## src/design/pbfp_pkg.sv

```systemverilog
// Shared types and constants of the protobuf field parser.
package pbfp_pkg;

    localparam int POS_BITS        = 32;
    localparam int OFFSET_BITS     = 32;
    localparam int FNUM_BITS       = 32;
    localparam int VALUE_BITS      = 64;
    localparam int WTYPE_BITS      = 3;
    localparam int CNT_BITS        = 4;
    localparam int M_TDATA_BITS    = 136;

    localparam logic [CNT_BITS-1:0] VARINT_MAX_BYTES = 4'd10;
    localparam logic [CNT_BITS-1:0] FIX64_BYTES      = 4'd8;
    localparam logic [CNT_BITS-1:0] FIX32_BYTES      = 4'd4;

    // result kinds
    localparam logic [1:0] RK_FIELD = 2'd0;
    localparam logic [1:0] RK_END   = 2'd1;
    localparam logic [1:0] RK_ERROR = 2'd2;

    // error codes
    localparam logic [1:0] ERR_VARINT   = 2'd0;
    localparam logic [1:0] ERR_END      = 2'd1;
    localparam logic [1:0] ERR_WTYPE    = 2'd2;
    localparam logic [1:0] ERR_ZERO_FLD = 2'd3;

    // wire types
    localparam logic [WTYPE_BITS-1:0] WT_VARINT = 3'd0;
    localparam logic [WTYPE_BITS-1:0] WT_FIX64  = 3'd1;
    localparam logic [WTYPE_BITS-1:0] WT_LEN    = 3'd2;
    localparam logic [WTYPE_BITS-1:0] WT_FIX32  = 3'd5;

    typedef struct packed {
        logic [1:0]            kind;
        logic [FNUM_BITS-1:0]  field_number;
        logic [WTYPE_BITS-1:0] wire_type;
        logic [VALUE_BITS-1:0] field_value;
        logic [OFFSET_BITS-1:0] payload_offset;
        logic [1:0]            error_code;
    } pbfp_result_t;

endpackage

```

## src/design/pbfp_decoder.sv

```systemverilog
// Wire-format decode state and the per-byte next-state logic.
module pbfp_decoder (
    input  logic                 aclk,
    input  logic                 aresetn,
    input  logic                 step,
    input  logic                 item_kind,
    input  logic [7:0]           in_byte,
    output logic                 res_valid,
    output pbfp_pkg::pbfp_result_t res
);
    import pbfp_pkg::*;

    localparam logic [2:0] PH_TAG     = 3'd0;
    localparam logic [2:0] PH_VARINT  = 3'd1;
    localparam logic [2:0] PH_FIX64   = 3'd2;
    localparam logic [2:0] PH_FIX32   = 3'd3;
    localparam logic [2:0] PH_LEN     = 3'd4;
    localparam logic [2:0] PH_PAYLOAD = 3'd5;
    localparam logic [2:0] PH_DRAIN   = 3'd6;

    logic [2:0]             phase_reg, phase_next;
    logic [VALUE_BITS-1:0]  acc_reg, acc_next;
    logic [CNT_BITS-1:0]    cnt_reg, cnt_next;
    logic [FNUM_BITS-1:0]   fnum_reg, fnum_next;
    logic [WTYPE_BITS-1:0]  wtype_reg, wtype_next;
    logic [VALUE_BITS-1:0]  rem_reg, rem_next;
    logic [POS_BITS-1:0]    pos_reg, pos_next;
    logic [OFFSET_BITS-1:0] pstart_reg, pstart_next;

    // varint byte merge
    logic [6:0]             v_shift;
    logic                   v_room;
    logic [VALUE_BITS-1:0]  v_acc;
    logic [CNT_BITS-1:0]    v_cnt;
    logic                   v_done, v_over;
    // fixed byte merge
    logic [VALUE_BITS-1:0]  f_acc;
    logic [CNT_BITS-1:0]    f_cnt;
    logic [FNUM_BITS-1:0]   tag_fnum;
    logic [WTYPE_BITS-1:0]  tag_wtype;

    always_comb begin
        v_shift   = {cnt_reg, 3'b000} - {3'b000, cnt_reg};
        v_room    = cnt_reg < VARINT_MAX_BYTES;
        v_acc     = v_room ? (acc_reg | (VALUE_BITS'(in_byte[6:0]) << v_shift)) : acc_reg;
        v_cnt     = v_room ? cnt_reg + 1'b1 : cnt_reg;
        v_done    = !in_byte[7];
        v_over    = in_byte[7] && (v_cnt >= VARINT_MAX_BYTES);
        f_acc     = acc_reg | (VALUE_BITS'(in_byte) << {cnt_reg[2:0], 3'b000});
        f_cnt     = cnt_reg + 1'b1;
        tag_fnum  = v_acc[FNUM_BITS+2:3];
        tag_wtype = v_acc[2:0];
    end

    always_comb begin
        phase_next  = phase_reg;
        acc_next    = acc_reg;
        cnt_next    = cnt_reg;
        fnum_next   = fnum_reg;
        wtype_next  = wtype_reg;
        rem_next    = rem_reg;
        pos_next    = pos_reg;
        pstart_next = pstart_reg;
        res_valid   = 1'b0;
        res         = '0;

        if (item_kind) begin
            // end of buffer: back to the reset state
            phase_next  = PH_TAG;
            acc_next    = '0;
            cnt_next    = '0;
            fnum_next   = '0;
            wtype_next  = '0;
            rem_next    = '0;
            pos_next    = '0;
            pstart_next = '0;
            case (phase_reg)
                PH_DRAIN: res_valid = 1'b0;
                PH_TAG: begin
                    res_valid = 1'b1;
                    res.kind  = (cnt_reg == '0) ? RK_END : RK_ERROR;
                end
                PH_VARINT, PH_LEN: begin
                    res_valid      = 1'b1;
                    res.kind       = RK_ERROR;
                    res.error_code = ERR_VARINT;
                end
                default: begin
                    res_valid      = 1'b1;
                    res.kind       = RK_ERROR;
                    res.error_code = ERR_END;
                end
            endcase
        end else begin
            pos_next = pos_reg + 1'b1;
            res.field_number = fnum_reg;
            res.wire_type    = wtype_reg;
            case (phase_reg)
                PH_TAG: begin
                    acc_next = v_acc;
                    cnt_next = v_cnt;
                    if (v_over) begin
                        phase_next     = PH_DRAIN;
                        res_valid      = 1'b1;
                        res            = '0;
                        res.kind       = RK_ERROR;
                        res.error_code = ERR_VARINT;
                    end else if (v_done) begin
                        acc_next   = '0;
                        cnt_next   = '0;
                        fnum_next  = tag_fnum;
                        wtype_next = tag_wtype;
                        res        = '0;
                        res.kind   = RK_ERROR;
                        if (tag_fnum == '0) begin
                            phase_next     = PH_DRAIN;
                            res_valid      = 1'b1;
                            res.error_code = ERR_ZERO_FLD;
                        end else begin
                            case (tag_wtype)
                                WT_VARINT: phase_next = PH_VARINT;
                                WT_FIX64:  phase_next = PH_FIX64;
                                WT_LEN:    phase_next = PH_LEN;
                                WT_FIX32:  phase_next = PH_FIX32;
                                default: begin
                                    phase_next     = PH_DRAIN;
                                    res_valid      = 1'b1;
                                    res.error_code = ERR_WTYPE;
                                end
                            endcase
                        end
                    end
                end
                PH_VARINT: begin
                    acc_next = v_acc;
                    cnt_next = v_cnt;
                    if (v_over) begin
                        phase_next     = PH_DRAIN;
                        res_valid      = 1'b1;
                        res            = '0;
                        res.kind       = RK_ERROR;
                        res.error_code = ERR_VARINT;
                    end else if (v_done) begin
                        phase_next      = PH_TAG;
                        acc_next        = '0;
                        cnt_next        = '0;
                        res_valid       = 1'b1;
                        res.kind        = RK_FIELD;
                        res.field_value = v_acc;
                    end
                end
                PH_FIX64, PH_FIX32: begin
                    acc_next = f_acc;
                    cnt_next = f_cnt;
                    if (f_cnt >= ((phase_reg == PH_FIX64) ? FIX64_BYTES : FIX32_BYTES)) begin
                        phase_next      = PH_TAG;
                        acc_next        = '0;
                        cnt_next        = '0;
                        res_valid       = 1'b1;
                        res.kind        = RK_FIELD;
                        res.field_value = f_acc;
                    end
                end
                PH_LEN: begin
                    acc_next = v_acc;
                    cnt_next = v_cnt;
                    if (v_over) begin
                        phase_next     = PH_DRAIN;
                        res_valid      = 1'b1;
                        res            = '0;
                        res.kind       = RK_ERROR;
                        res.error_code = ERR_VARINT;
                    end else if (v_done) begin
                        pstart_next = OFFSET_BITS'(pos_next);
                        if (v_acc == '0) begin
                            // empty payload completes on the length byte
                            phase_next         = PH_TAG;
                            acc_next           = '0;
                            cnt_next           = '0;
                            res_valid          = 1'b1;
                            res.kind           = RK_FIELD;
                            res.payload_offset = OFFSET_BITS'(pos_next);
                        end else begin
                            rem_next   = v_acc;
                            phase_next = PH_PAYLOAD;
                        end
                    end
                end
                PH_PAYLOAD: begin
                    rem_next = rem_reg - 1'b1;
                    if (rem_reg == VALUE_BITS'(1)) begin
                        phase_next         = PH_TAG;
                        acc_next           = '0;
                        cnt_next           = '0;
                        res_valid          = 1'b1;
                        res.kind           = RK_FIELD;
                        res.field_value    = acc_reg;
                        res.payload_offset = pstart_reg;
                    end
                end
                default: res_valid = 1'b0;
            endcase
        end
    end

    always_ff @(posedge aclk) begin
        if (!aresetn) begin
            phase_reg  <= PH_TAG;
            acc_reg    <= '0;
            cnt_reg    <= '0;
            fnum_reg   <= '0;
            wtype_reg  <= '0;
            rem_reg    <= '0;
            pos_reg    <= '0;
            pstart_reg <= '0;
        end else if (step) begin
            phase_reg  <= phase_next;
            acc_reg    <= acc_next;
            cnt_reg    <= cnt_next;
            fnum_reg   <= fnum_next;
            wtype_reg  <= wtype_next;
            rem_reg    <= rem_next;
            pos_reg    <= pos_next;
            pstart_reg <= pstart_next;
        end
    end

    a_cnt_bound: assert property (@(posedge aclk) disable iff (!aresetn)
        cnt_reg <= VARINT_MAX_BYTES)
        else $error("varint byte count beyond limit");

    a_payload_nonzero: assert property (@(posedge aclk) disable iff (!aresetn)
        phase_reg == PH_PAYLOAD |-> rem_reg != '0)
        else $error("payload phase with nothing left");

    a_end_clears: assert property (@(posedge aclk) disable iff (!aresetn)
        step && item_kind |=> phase_reg == PH_TAG && cnt_reg == '0 && pos_reg == '0)
        else $error("end marker did not clear state");

endmodule

```

## src/design/protobuf_field_parser_core.sv

```systemverilog
// Top level of the protobuf field parser: input stage, decoder, result register.
//
// Streams one buffer byte per request on the s_ channel (s_tuser = 1 marks
// the end of a buffer, with no byte). Each field of the protocol buffers wire
// format is decoded from its tag and value; one result request leaves on the
// m_ channel when a field completes, at a clean end of buffer, or on an
// error. After an error, bytes are dropped until the end marker, which
// then gives no result. Every end marker starts a new buffer at position 0.
// A byte accepted into the input stage is decoded there by the decoder logic,
// and its result is written to the result register when the stage advances.
// Throughput: one byte per cycle while m_tready does not stall the result;
// the decoder updates its state once per byte with combinational logic
// (a 64-bit merge shifter and one 64-bit decrement and compare).
// Reset (aresetn low at a clock edge) clears all parse state and both stages.
// When m_tready is low, the result is held and the input stage keeps one
// more byte; s_tready drops once both are full.
module protobuf_field_parser_core (
    input  logic                             aclk,
    input  logic                             aresetn,
    input  logic                             s_tvalid,
    output logic                             s_tready,
    input  logic [7:0]                       s_tdata,  // [7:0] in_byte
    input  logic [0:0]                       s_tuser,  // [0] item_kind
    output logic                             m_tvalid,
    input  logic                             m_tready,
    // [31:0] field_number, [34:32] wire_type, [98:35] field_value,
    // [130:99] payload_offset, [132:131] error_code, [135:133] zero
    output logic [pbfp_pkg::M_TDATA_BITS-1:0] m_tdata,
    output logic [1:0]                       m_tuser   // [1:0] result_kind
);
    import pbfp_pkg::*;

    logic         in_valid_reg;
    logic         in_kind_reg;
    logic [7:0]   in_byte_reg;
    logic         out_valid_reg;
    pbfp_result_t out_reg;
    logic         advance;
    logic         res_valid;
    pbfp_result_t res;

    assign advance  = in_valid_reg && (!out_valid_reg || m_tready);
    assign s_tready = !in_valid_reg || advance;

    pbfp_decoder u_decoder (
        .aclk      (aclk),
        .aresetn   (aresetn),
        .step      (advance),
        .item_kind (in_kind_reg),
        .in_byte   (in_byte_reg),
        .res_valid (res_valid),
        .res       (res)
    );

    always_ff @(posedge aclk) begin
        if (!aresetn) begin
            in_valid_reg  <= 1'b0;
            out_valid_reg <= 1'b0;
        end else begin
            if (s_tready) begin
                in_valid_reg <= s_tvalid;
            end
            if (advance && res_valid) begin
                out_valid_reg <= 1'b1;
            end else if (m_tready) begin
                out_valid_reg <= 1'b0;
            end
        end
    end

    always_ff @(posedge aclk) begin
        if (s_tready && s_tvalid) begin
            in_kind_reg <= s_tuser[0];
            in_byte_reg <= s_tdata;
        end
        if (advance && res_valid) begin
            out_reg <= res;
        end
    end

    assign m_tvalid = out_valid_reg;
    assign m_tuser  = out_reg.kind;
    assign m_tdata  = {3'b000, out_reg.error_code, out_reg.payload_offset,
                       out_reg.field_value, out_reg.wire_type, out_reg.field_number};

    a_stage_holds: assert property (@(posedge aclk) disable iff (!aresetn)
        in_valid_reg && out_valid_reg && !m_tready |=> in_valid_reg)
        else $error("input stage lost a byte under stall");

    a_ready_only_when_full: assert property (@(posedge aclk) disable iff (!aresetn)
        !s_tready |-> in_valid_reg && out_valid_reg)
        else $error("input blocked without a stalled result");

    a_kind_legal: assert property (@(posedge aclk) disable iff (!aresetn)
        m_tvalid |-> m_tuser == RK_FIELD || m_tuser == RK_END || m_tuser == RK_ERROR)
        else $error("bad result kind");

    a_err_zero: assert property (@(posedge aclk) disable iff (!aresetn)
        m_tvalid && m_tuser != RK_ERROR |-> m_tdata[132:131] == ERR_VARINT)
        else $error("error code set on non-error result");

endmodule
```

## config.mk

```make
export PLATFORM = sky130hd
export DESIGN_NAME = protobuf_field_parser_core
export DESIGN_NICKNAME = d
export VERILOG_FILES = /design/src/design/pbfp_pkg.sv /design/src/design/pbfp_decoder.sv /design/src/design/protobuf_field_parser_core.sv
export SDC_FILE = /design/constraint.sdc
export NUM_CORES = 1
export LEC_CHECK = 0
export BUFFER_PORTS_ARGS = -buffer_cell sky130_fd_sc_hd__buf_4
export CORE_UTILIZATION = 35
export DETAILED_ROUTE_END_ITERATION = 10
export PLACE_DENSITY = 0.54
export REMOVE_ABC_BUFFERS = 1
export SYNTH_ARGS = -nofsm -noshare
export SYNTH_HDL_FRONTEND = slang
export SYNTH_SLANG_ARGS = --single-unit
```

## constraint.sdc

```tcl
create_clock -name aclk -period 19.75 [get_ports aclk]
set_clock_uncertainty 0.15 [all_clocks]
set_input_delay 2.9625 -clock aclk [delete_from_list [all_inputs] [get_ports aclk]]
set_output_delay 2.9625 -clock aclk [all_outputs]
set_load 0.05 [all_outputs]
```

## After elaboration in Yosys (flattened, before gate mapping)

Cells that the tools add are included.

| word-level totals | value |
|---|---|
| flip-flop bits (word level) | 380 |
| bits in latches | 0 |
| memory bits (writable) | 0 |
| memory bits (read-only) | 0 |
| input bits | 13 |
| output and inout bits | 140 |
| word-level logic and storage cells | 170 |
| memories | 0 |

| operators by class | value |
|---|---|
| add/subtract/negate cells | 4 |
| multiply operators | 0 |
| div/mod/pow operators | 0 |
| $lt $le $gt $ge | 3 |
| equal/unequal tests | 20 |
| shift-type cells | 2 |
| muxes and demuxes | 92 |
| bitwise operators | 2 |
| reduce and logical (&&, ||, !) cells | 29 |

Operators with widths:

| cell | number |
|---|---|
| 2-to-1 mux 64 bit | 16 |
| 2-to-1 mux 32 bit | 12 |
| one-hot mux 64 bit (5 select lines) | 1 |
| 2-to-1 mux 135 bit | 2 |
| one-hot mux 64 bit (4 select lines) | 1 |
| bitwise OR 64 bit | 2 |
| one-hot mux 64 bit (2 select lines) | 1 |
| one-hot mux 35 bit (3 select lines) | 1 |
| 2-to-1 mux 99 bit | 1 |
| 2-to-1 mux 96 bit | 1 |
| one-hot mux 32 bit (3 select lines) | 1 |
| == test 64 x 1 -> 1 bit, second input constant | 1 |
| logical NOT 64 bit | 1 |
| << shifter 7 x 7 -> 64 bit | 1 |
| << shifter 8 x 6 -> 64 bit | 1 |
| subtractor 64 x 1 -> 64 bit, second input constant | 1 |
| 2-to-1 mux 3 bit | 15 |
| 2-to-1 mux 4 bit | 10 |
| 2-to-1 mux 35 bit | 1 |
| adder 32 x 1 -> 32 bit, second input constant | 1 |
| logical NOT 32 bit | 1 |
| 2-to-1 mux 1 bit | 16 |
| one-hot mux 4 bit (4 select lines) | 1 |
| one-hot mux 3 bit (5 select lines) | 1 |
| 31 further kinds | 62 |

## Depth between registers and ports, before layout

Gate-level depths: netlist of the first run.

| logic depth | value |
|---|---|
| word-level depth | 14 |
| depth in mapped cells | 19 |
| gate-level depth less buffers | 13 |

## Cells and area by module

From an unflattened synthesis of the first run, not the netlist that was laid out.

| unflattened totals | value |
|---|---|
| cells, all modules | 2,584 |
| area, all modules | 21,420.5 um^2 |

Modules (own cells, without submodules):

| module | instances | cells each | area each (um^2) | seq. area each (um^2) |
|---|---|---|---|---|
| pbfp_decoder | 1 | 2,423 | 16,957.5 | 4,684.5 |
| protobuf_field_parser_core | 1 | 161 | 4,463.0 | 4,364.2 |

## Worst setup path after synthesis of the first run

No wires, ideal clock.

| timing path | value |
|---|---|
| kind | register -> register |
| from | register u_decoder.cnt_reg[1] |
| to | register out_reg, in the netlist m_tdata[0] (enable) |
| setup time | 0.674 ns |
| arrival | 10.552 ns |
| data required time | 18.926 ns |
| slack | 8.374 ns |
| cell stages (with the launch flop) | 17 |
| path buffers | 4 |
| period minus slack after synthesis | 11.376 ns |
| cells stage by stage | dfxtp_1 > buf_2 > buf_2 > clkinv_1 > ha_1 > buf_2 > mux2_2 > mux4_2 > or2_0 > a311o_1 > or4_1 > and4bb_2 > nand4_1 > buf_2 > nor2_2 > o21ai_0 > a21oi_1 |

| between the ends | value |
|---|---|
| longest elaborated chain between the ends | 13 |
| elaborated cells on any way between the ends | 29 |
| classes of those cells | add/sub (2); order compare (3); eq/ne (3); shift (1); mux (13); bitwise (1); reduce/logical (6) |

Ends and longest elaborated chain:

| element | line | RTL |
|---|---|---|
| start, declared | pbfp_decoder.sv:23 | `logic [CNT_BITS-1:0] cnt_reg, cnt_next;` |
| start signal, assigned | pbfp_decoder.sv:219 | `cnt_reg <= cnt_next;` |
| subtractor 7 x 4 -> 7 bit | pbfp_decoder.sv:43 | `v_shift = {cnt_reg, 3'b000} - {3'b000, cnt_reg};` |
| << shifter 7 x 7 -> 64 bit | pbfp_decoder.sv:45 | `v_acc = v_room ? (acc_reg \| (VALUE_BITS'(in_byte[6:0]) << v_shift)) : acc_reg;` |
| bitwise OR 64 bit | pbfp_decoder.sv:45 |  |
| 2-to-1 mux 64 bit | pbfp_decoder.sv:45 |  |
| == test 3 x 1 -> 1 bit, or another cell as far along | pbfp_decoder.sv:120 | `case (tag_wtype)` |
| OR reduction 4 bit (no line) | - |  |
| 2-to-1 mux 1 bit | pbfp_decoder.sv:120 |  |
| 2-to-1 mux 1 bit | pbfp_decoder.sv:115 | `if (tag_fnum == '0) begin` |
| 2-to-1 mux 1 bit | pbfp_decoder.sv:108 | `end else if (v_done) begin` |
| 2-to-1 mux 1 bit | pbfp_decoder.sv:102 | `if (v_over) begin` |
| one-hot mux 1 bit (5 select lines) * | pbfp_decoder.sv:98 | `case (phase_reg)` |
| 2-to-1 mux 1 bit * | pbfp_decoder.sv:67 | `if (item_kind) begin` |
| logical AND 1 bit * | protobuf_field_parser_core.sv:76 | `if (advance && res_valid) begin` |
| end signal, assigned | protobuf_field_parser_core.sv:77 | `out_reg <= res;` |
| end, declared | protobuf_field_parser_core.sv:37 | `pbfp_result_t out_reg;` |

Every way passes the cells marked *; elsewhere a longest branch is shown, timed or not.
A chain may end at the register's enable or synchronous reset.

## Worst setup path in the final report of the first run

| timing path | value |
|---|---|
| from | register u_decoder.cnt_reg[0] |
| to | register out_reg, in the netlist m_tdata[68] (enable) |

Same word-level chain as after synthesis.

==> results of run 1 <==
[where the power goes]
group,switching [uW],total [uW],internal [uW],leakage (uW)
Sequential,12.9,841,828,0.00333
Combinational,190,251,61.1,0.00463
Clock,365,904,539,0.000764
Total,568,2000,1430,0.00873
[area by class of cell]
| class | count | area (um^2) | share of cell area, % |
|---|---|---|---|
| clock buffers | 52 | 1180 | 4.89 |
| clock inverters | 30 | 404 | 1.67 |
| inverters | 25 | 96.3 | 0.398 |
| multi-input cells | 1880 | 11000 | 45.3 |
| flip-flops and latches | 380 | 9050 | 37.4 |
| well taps | 773 | 967 | 4.00 |
| repair buffers | 204 | 1530 | 6.33 |
[synth_stat cells, types with 7 or more instances]
cell	instances	share of area (%)
sky130_fd_sc_hd__nand3_1	64	1.5
sky130_fd_sc_hd__xor2_1	10	0.42
sky130_fd_sc_hd__buf_2	24	0.58
sky130_fd_sc_hd__ha_1	8	0.48
sky130_fd_sc_hd__o31ai_1	10	0.36
sky130_fd_sc_hd__dfxtp_1	236	23
sky130_fd_sc_hd__nor2_1	311	5.6
sky130_fd_sc_hd__xnor2_1	25	1.1
sky130_fd_sc_hd__o311a_1	13	0.63
sky130_fd_sc_hd__nand4_1	9	0.27
sky130_fd_sc_hd__nor3_1	48	1.2
sky130_fd_sc_hd__or4_1	16	0.58
sky130_fd_sc_hd__o21ai_0	122	2.9
sky130_fd_sc_hd__buf_1	12	0.22
sky130_fd_sc_hd__nand2b_1	19	0.57
sky130_fd_sc_hd__or3_1	36	1.1
sky130_fd_sc_hd__and3_1	35	1.1
sky130_fd_sc_hd__a32oi_1	11	0.46
sky130_fd_sc_hd__edfxtp_1	144	21
sky130_fd_sc_hd__nor2b_1	18	0.54
sky130_fd_sc_hd__clkbuf_1	163	2.9
sky130_fd_sc_hd__nand2_1	252	4.5
sky130_fd_sc_hd__a21oi_1	293	7.0
sky130_fd_sc_hd__and2_1	69	2.1
sky130_fd_sc_hd__a221oi_1	7	0.29
sky130_fd_sc_hd__a221o_1	35	1.7
sky130_fd_sc_hd__a22oi_1	84	3.0
sky130_fd_sc_hd__a211oi_1	17	0.61
sky130_fd_sc_hd__a21o_1	33	1.2
sky130_fd_sc_hd__or2_2	7	0.21
sky130_fd_sc_hd__o22a_1	52	2.2
sky130_fd_sc_hd__a31oi_1	50	1.5
sky130_fd_sc_hd__nor4_1	26	0.78
sky130_fd_sc_hd__o211ai_1	11	0.40
sky130_fd_sc_hd__inv_1	22	0.40
sky130_fd_sc_hd__o22ai_1	52	1.6
[through the flow]
| step | area [um^2] | hold WS [ns] | setup slack (ns) | total power, uW |
|---|---|---|---|---|
| finish | 24200 | 0.304 | 11.44 | 2000 |
| global route | 24200 | 0.324 | 11.10 | 2060 |
| CTS | 24200 | 0.304 | 11.59 | 2010 |
| detailed placement | 22600 | 0.296 | 11.63 | 1100 |
| global placement | 22600 | 0.290 | 11.82 | 1100 |
| floorplan | 20000 | 0.277 | 6.28 | 1010 |
[path summary, 6_finish.rpt]
path | cells past startpoint | end | start | slack (ns)
setup / recovery | 15 | m_tdata[68] | u_decoder.cnt_reg[0] | 11.44
hold / removal | 2 | u_decoder.pstart_reg[30] | u_decoder.pstart_reg[30] | 0.30
setup reg to reg | 15 | m_tdata[68] | u_decoder.cnt_reg[0] | 11.44
hold reg to reg | 2 | u_decoder.pstart_reg[30] | u_decoder.pstart_reg[30] | 0.30
[per-layer routing]
metal,share of wire (%),wire [um]
met1,43,36400
met2,44,36700
met3,8.4,7030
met4,4.9,4110
met5,0,0
[cells by family after synthesis]
logic type | after synthesis
flops | 380
mux | 16
other cells | 1
buf+inv | 229
compound gates | 876
fa+ha+maj | 8
xor+xnor | 35
simple gates | 942
[critical path, cell delays in order (launching register included)]
cell and delay (ns):
sky130_fd_sc_hd__dfxtp_2 0.86, sky130_fd_sc_hd__buf_4 0.59, sky130_fd_sc_hd__ha_1 0.63, sky130_fd_sc_hd__a2111oi_0 0.82, sky130_fd_sc_hd__xnor2_1 0.23, sky130_fd_sc_hd__nor2_1 0.19
sky130_fd_sc_hd__buf_4 0.22, sky130_fd_sc_hd__a311oi_1 0.81, sky130_fd_sc_hd__o21ai_0 0.20, sky130_fd_sc_hd__and4bb_2 0.35, sky130_fd_sc_hd__nand4_1 0.65, sky130_fd_sc_hd__nor2_2 0.50
sky130_fd_sc_hd__o21ai_0 0.21, sky130_fd_sc_hd__a21oi_4 0.19, sky130_fd_sc_hd__buf_4 0.46, sky130_fd_sc_hd__buf_4 0.72
==> flow_results.xml, run 1 <==
<?xml version="1.0" encoding="UTF-8"?>
<metrics>
  <group name="clock_network">
    <metric name="clk_root_buffer_cell" unit="">sky130_fd_sc_hd__clkbuf_16</metric>
    <metric name="clock_tree.buffer_depth" unit="">3</metric>
    <metric name="tritoncts.num_buffers" unit="">44</metric>
    <metric name="tritoncts_num_sinks" unit="">380</metric>
    <metric name="cts.repair.resized" unit="">0</metric>
    <metric name="worst_setup_hold_path_clk_slew" unit="ns">0.06</metric>
    <metric name="worst_skew_pair.late_latency" unit="ns">0.59</metric>
    <metric name="ctsHtreeMaxLevel" unit="">2</metric>
    <metric name="ctsHoldBuffers" unit="">0</metric>
    <metric name="tritoncts" unit="">done</metric>
    <metric name="cts.repair_timing.setup_buffer_count" unit="">0</metric>
  </group>
  <group name="pwr">
    <metric name="worst_ir_drop_vdd" unit="uV">54.4</metric>
    <metric name="power.density_cell_area" unit="nW/um^2">82.5</metric>
    <metric name="power.leakage" unit="uW">0.00873</metric>
  </group>
  <group name="cells_and_area">
    <metric name="leading_cell_type_in_the_layout_fill_and_taps_excluded" unit="">sky130_fd_sc_hd__nor2_1</metric>
    <metric name="syn_to_final_growth" unit="%">16.2</metric>
    <metric name="layout.nets" unit="">2556</metric>
    <metric name="largest_register_ff_count" unit="">133</metric>
    <metric name="final_layout_size_suffix_gt1_share" unit="%">13.2</metric>
    <metric name="n_fill_cell" unit="">5826</metric>
    <metric name="leading_cell_types_in_the_layout_fill_and_taps_excluded" unit="">303 x sky130_fd_sc_hd__nor2_1, 291 x sky130_fd_sc_hd__a21oi_1, 250 x sky130_fd_sc_hd__nand2_1</metric>
    <metric name="final_cell_count_no_fill" unit="">3344</metric>
    <metric name="insertedDiodeCount" unit="">0</metric>
    <metric name="postLayoutCoreUtil" unit="%">41.1</metric>
  </group>
  <group name="synthesis">
    <metric name="synth_top_family_by_area" unit="">compound AO/OA/AOI/OAI gates</metric>
    <metric name="postSynthAreaPerCell" unit="um^2">8.37</metric>
    <metric name="syn-cell-area" unit="um^2">20800</metric>
    <metric name="synth_ff_type" unit="">sky130_fd_sc_hd__dfxtp_1</metric>
    <metric name="synth_async_reset_ratio" unit="%">0</metric>
    <metric name="synth_xor_area_share" unit="%">1.47</metric>
    <metric name="yosys_warnings" unit="">0</metric>
    <metric name="synth_compound_gate_area_share" unit="%">27.6</metric>
    <metric name="synthesized_area_fraction_occupied_by_adder_cells" unit="%">0.481</metric>
    <metric name="synth_simple_gate_area_share" unit="%">21.5</metric>
    <metric name="synth_enable_flop_cells" unit="">144</metric>
    <metric name="post_synthesis_sequential_element_count" unit="">380</metric>
    <metric name="synth-seq-area-share" unit="%">43.5</metric>
    <metric name="netlist_instances" unit="">2487</metric>
    <metric name="yosys-mux-area-fraction" unit="%">1.11</metric>
    <metric name="synth_cell_types" unit="">90</metric>
  </group>
  <group name="setup_path">
    <metric name="endpoint_kind" unit="">flip-flop</metric>
    <metric name="worst_ep_arrival_time" unit="ns">8.38</metric>
    <metric name="critPathKind" unit="">flip-flop to flip-flop</metric>
    <metric name="worstSetupStartpointType" unit="">flip-flop</metric>
    <metric name="crit_path_required_time" unit="ns">19.82</metric>
    <metric name="timing.critical_path.fanout_max" unit="">67</metric>
  </group>
  <group name="global_routing">
    <metric name="met3_usage" unit="%">4.02</metric>
    <metric name="grt_first_pass_wirelength" unit="um">125000</metric>
    <metric name="grt_max_degree" unit="">83</metric>
    <metric name="grt_antenna_before_repair" unit="">2</metric>
    <metric name="gr_busiest_metal" unit="">met2</metric>
    <metric name="first_global_vias" unit="">19500</metric>
    <metric name="use_met1" unit="%">38.1</metric>
    <metric name="grt_total_ovfl" unit="">0</metric>
    <metric name="grt_use_total" unit="%">27.1</metric>
    <metric name="grt_util_met2" unit="%">40.4</metric>
  </group>
  <group name="route">
    <metric name="routedWlPerCell" unit="um">25.2</metric>
    <metric name="starting_drt_drc_count" unit="">2486</metric>
    <metric name="antenna_violating_nets_post_route" unit="">0</metric>
    <metric name="dr_total_vias" unit="">20900</metric>
    <metric name="drt_pre_antenna_iters" unit="">5</metric>
    <metric name="post-route-drc-count" unit="">0</metric>
    <metric name="wirelength" unit="um">84200</metric>
    <metric name="drt-vias-per-instance" unit="">6.24</metric>
  </group>
  <group name="floorplanning">
    <metric name="chipWidth" unit="um">246</metric>
    <metric name="floorplan.die_area" unit="um^2">60400</metric>
    <metric name="core" unit="um^2">58900</metric>
    <metric name="fp-row-count" unit="">89</metric>
    <metric name="dieHeight" unit="um">246</metric>
    <metric name="num_io_pins" unit="">153</metric>
    <metric name="initial_utilization" unit="%">35.3</metric>
  </group>
  <group name="status">
    <metric name="run_status" unit="">finished, final reports clean</metric>
  </group>
  <group name="sta">
    <metric name="maxSlewViolCount" unit="">0</metric>
    <metric name="finalHoldViolations" unit="">0</metric>
    <metric name="setup_repair_after_global_routing_missed_its_margin" unit="">no</metric>
    <metric name="slew_headroom" unit="%">18.3</metric>
    <metric name="report.final.setup_viol" unit="">0</metric>
    <metric name="tightest_slew" unit="ns">1.22</metric>
    <metric name="final_setup_tns" unit="ns">0</metric>
    <metric name="period_share" unit="%">42.1</metric>
    <metric name="post-route-min-period" unit="ns">8.31</metric>
    <metric name="fmaxAchievable" unit="GHz">0.120</metric>
  </group>
  <group name="job">
    <metric name="max_cap_violations" unit="">0</metric>
  </group>
  <group name="placement">
    <metric name="dpl.cell_count" unit="">3262</metric>
    <metric name="place_hpwl" unit="um">56400</metric>
    <metric name="place_congestion" unit="">0.973</metric>
    <metric name="place.port_buffers" unit="">149</metric>
  </group>
  <group name="hold_path">
    <metric name="min-delay-path-class" unit="">flip-flop to flip-flop</metric>
  </group>
</metrics>
No activity file was read; power rests on OpenSTA's default activity.
==> inputs of run 2 (changes only) <==
clock period = 8.1 ns   (was 19.75 ns; I/O delays follow)
==> flow_results.xml, run 2 (synthesis gave the netlist of run 1 again) <==
<?xml version="1.0" encoding="UTF-8"?>
<metrics>
  <group name="status">
    <metric name="run_status" unit="">finished, final reports clean</metric>
  </group>
  <group name="setup_path">
    <metric name="timing.critical_path.slowest_cell_delay" unit="ns">0.69</metric>
    <metric name="endpoint_kind" unit="">flip-flop</metric>
    <metric name="worst_ep_arrival_time" unit="ns">6.83</metric>
    <metric name="slowest_stage" unit="">sky130_fd_sc_hd__ha_1</metric>
    <metric name="critPathKind" unit="">flip-flop to flip-flop</metric>
    <metric name="path_cells" unit="">clkinv_1, ha_1, a21o_1, a22oi_1, nand2_1, a311o_1, or4_1, and4bb_2, nand4_1, buf_4, nor2_2, o21ai_0, a21oi_4, buf_12</metric>
    <metric name="timing.critical_path.fanout_max" unit="">63</metric>
    <metric name="cp_top_family" unit="">compound AO/OA/AOI/OAI gates</metric>
    <metric name="crit_path_required_time" unit="ns">8.17</metric>
    <metric name="terminus_of_the_critical_flop_to_flop_path" unit="">m_tdata[83]</metric>
    <metric name="critical_path_buf_inv_count" unit="">3</metric>
    <metric name="worstSetupStartpointType" unit="">flip-flop</metric>
    <metric name="r2r_depth" unit="">14</metric>
    <metric name="register_to_register_path_setup_slack" unit="ns">1.35</metric>
    <metric name="critical_path.reg2reg.startpoint" unit="">u_decoder.cnt_reg[3]</metric>
  </group>
  <group name="pwr">
    <metric name="clkPwrFrac" unit="%">43.0</metric>
    <metric name="intPower" unit="uW">3340</metric>
    <metric name="power.net_switching" unit="uW">1350</metric>
    <metric name="power_frac_comb" unit="%">13.3</metric>
    <metric name="sequentialPowerShare" unit="%">43.7</metric>
    <metric name="power.total" unit="uW">4700</metric>
    <metric name="power.leakage" unit="uW">0.00874</metric>
    <metric name="worst_ir_drop_vdd" unit="uV">145</metric>
    <metric name="power.density_cell_area" unit="nW/um^2">194</metric>
    <metric name="switching_share" unit="%">28.8</metric>
  </group>
  <group name="cells_and_area">
    <metric name="fin_area" unit="um^2">24200</metric>
    <metric name="final_layout_size_suffix_gt1_share" unit="%">13.5</metric>
    <metric name="final_cell_count_no_fill" unit="">3356</metric>
    <metric name="postLayoutCoreUtil" unit="%">41.0</metric>
    <metric name="leading_cell_types_in_the_layout_fill_and_taps_excluded" unit="">303 x sky130_fd_sc_hd__nor2_1, 291 x sky130_fd_sc_hd__a21oi_1, 250 x sky130_fd_sc_hd__nand2_1</metric>
    <metric name="syn_to_final_growth" unit="%">16.1</metric>
    <metric name="leading_cell_type_in_the_layout_fill_and_taps_excluded" unit="">sky130_fd_sc_hd__nor2_1</metric>
    <metric name="largest_register_ff_count" unit="">133</metric>
    <metric name="layout.nets" unit="">2567</metric>
  </group>
  <group name="sta">
    <metric name="setup_repair_after_global_routing_missed_its_margin" unit="">no</metric>
    <metric name="fmaxAchievable" unit="GHz">0.148</metric>
    <metric name="period_share" unit="%">83.4</metric>
    <metric name="maxSlewViolCount" unit="">0</metric>
    <metric name="post-route-min-period" unit="ns">6.75</metric>
    <metric name="final_setup_tns" unit="ns">0</metric>
    <metric name="slew_headroom" unit="%">15.4</metric>
    <metric name="tightest_slew" unit="ns">1.26</metric>
    <metric name="report.final.setup_viol" unit="">0</metric>
    <metric name="finalHoldViolations" unit="">0</metric>
  </group>
  <group name="floorplanning">
    <metric name="chipWidth" unit="um">246</metric>
    <metric name="num_io_pins" unit="">153</metric>
    <metric name="core" unit="um^2">58900</metric>
    <metric name="initial_utilization" unit="%">35.3</metric>
    <metric name="floorplan.die_area" unit="um^2">60400</metric>
    <metric name="fp-row-count" unit="">89</metric>
    <metric name="dieHeight" unit="um">246</metric>
  </group>
  <group name="clock_network">
    <metric name="ctsHtreeMaxLevel" unit="">2</metric>
    <metric name="clk_root_buffer_cell" unit="">sky130_fd_sc_hd__clkbuf_16</metric>
    <metric name="tritoncts.num_buffers" unit="">45</metric>
    <metric name="tritoncts" unit="">done</metric>
    <metric name="cts.repair_timing.setup_buffer_count" unit="">0</metric>
    <metric name="worst_skew_pair.late_latency" unit="ns">0.59</metric>
    <metric name="clock_tree.buffer_depth" unit="">3</metric>
    <metric name="worst_setup_hold_path_clk_slew" unit="ns">0.06</metric>
    <metric name="tritoncts_num_sinks" unit="">380</metric>
    <metric name="cts.repair.resized" unit="">0</metric>
    <metric name="ctsHoldBuffers" unit="">0</metric>
  </group>
  <group name="route">
    <metric name="post-route-drc-count" unit="">0</metric>
    <metric name="routedWlPerCell" unit="um">24.8</metric>
    <metric name="dr_total_vias" unit="">20700</metric>
    <metric name="wirelength" unit="um">83100</metric>
    <metric name="antenna_violating_nets_post_route" unit="">0</metric>
    <metric name="drt-vias-per-instance" unit="">6.17</metric>
    <metric name="starting_drt_drc_count" unit="">2441</metric>
    <metric name="drt_pre_antenna_iters" unit="">6</metric>
  </group>
  <group name="job">
    <metric name="max_cap_violations" unit="">0</metric>
  </group>
  <group name="global_routing">
    <metric name="grt_antenna_before_repair" unit="">0</metric>
    <metric name="grt_total_ovfl" unit="">0</metric>
    <metric name="first_global_vias" unit="">19100</metric>
    <metric name="grt_use_total" unit="%">26.8</metric>
    <metric name="grt_max_degree" unit="">84</metric>
    <metric name="grt_first_pass_wirelength" unit="um">123000</metric>
  </group>
  <group name="hold_path">
    <metric name="capture_endpoint_of_the_worst_hold_path" unit="">u_decoder.fnum_reg[1]</metric>
    <metric name="hold_path.startpoint" unit="">u_decoder.fnum_reg[1]</metric>
    <metric name="whs_path_depth" unit="">2</metric>
    <metric name="min-delay-path-class" unit="">flip-flop to flip-flop</metric>
  </group>
  <group name="placement">
    <metric name="dpl.cell_count" unit="">3272</metric>
    <metric name="place_congestion" unit="">0.978</metric>
    <metric name="place.port_buffers" unit="">149</metric>
    <metric name="place_hpwl" unit="um">55400</metric>
    <metric name="postPlaceCellArea" unit="um^2">22700</metric>
  </group>
</metrics>
## run 2: cell types whose count changed in the layout (fill, tap and decap cells not counted), moves of 2 or more
cell,before,now
sky130_fd_sc_hd__bufinv_16,8,3
sky130_fd_sc_hd__clkinv_2,5,13
sky130_fd_sc_hd__buf_12,0,3
sky130_fd_sc_hd__buf_4,204,211
sky130_fd_sc_hd__clkinv_4,8,2
sky130_fd_sc_hd__clkbuf_8,1,3
sky130_fd_sc_hd__inv_6,0,2
## run 2: final cells by class
class,count,area (um^2)
Fill cell,5900,34700
Timing Repair Buffer,214,1640
Multi-Input combinational cell,1880,11000
Antenna cell,1,2.50
Inverter,25,96.3
Sequential cell,380,9050
Clock buffer,55,1210
Clock inverter,28,244
Tap cell,773,967
## run 2: worst max-delay path by stage
| stage | start | endpoint | slack, ns | depth (start not counted) |
|---|---|---|---|---|
| after floorplan | u_decoder.cnt_reg[0] | m_tdata[0] | -5.37 | 12 |
| after global placement | u_decoder.cnt_reg[0] | m_tdata[85] | 1.68 | 15 |
| after detailed placement | u_decoder.cnt_reg[3] | m_tdata[85] | 1.58 | 14 |
| after CTS | u_decoder.cnt_reg[3] | m_tdata[83] | 1.54 | 14 |
| after global routing | u_decoder.cnt_reg[3] | m_tdata[83] | 0.99 | 14 |
| final | u_decoder.cnt_reg[3] | m_tdata[83] | 1.35 | 14 |
## run 2: metal layers
layer / wire, um / share of wire, % / vias up / GRT usage (%)
met4: 3580 / 4.3 / 0 / 11.8
met3: 6380 / 7.7 / 183 / 4.57
li1: - / - / 9389 / -
met1: 36000 / 43 / 10100 / 36.4
met5: 0 / 0 / - / 0
met2: 37200 / 45 / 1058 / 41.4
## run 2: worst min-delay path: stages (launching register included)
cell,delay (ns)
sky130_fd_sc_hd__dfxtp_1,0.31
sky130_fd_sc_hd__nand2_1,0.05
sky130_fd_sc_hd__a21oi_1,0.05
## run 2: power groups by stage
stage               Clock (uW)  Sequential (uW)  Combinational [uW]
floorplan                    0             2190                 267
global placement             0             2090                 609
detailed placement           0             2090                 610
CTS                       2070             2050                 612
global route              2140             2060                 652
finish                    2020             2050                 623
## run 2: stage by stage
stage | hold slack (ns) | worst slack (ns)
final | 0.304 | 1.35
after floorplan | 0.277 | -5.37
after global placement | 0.291 | 1.68
after global routing | 0.322 | 0.991
after detailed placement | 0.297 | 1.58
after CTS | 0.305 | 1.54
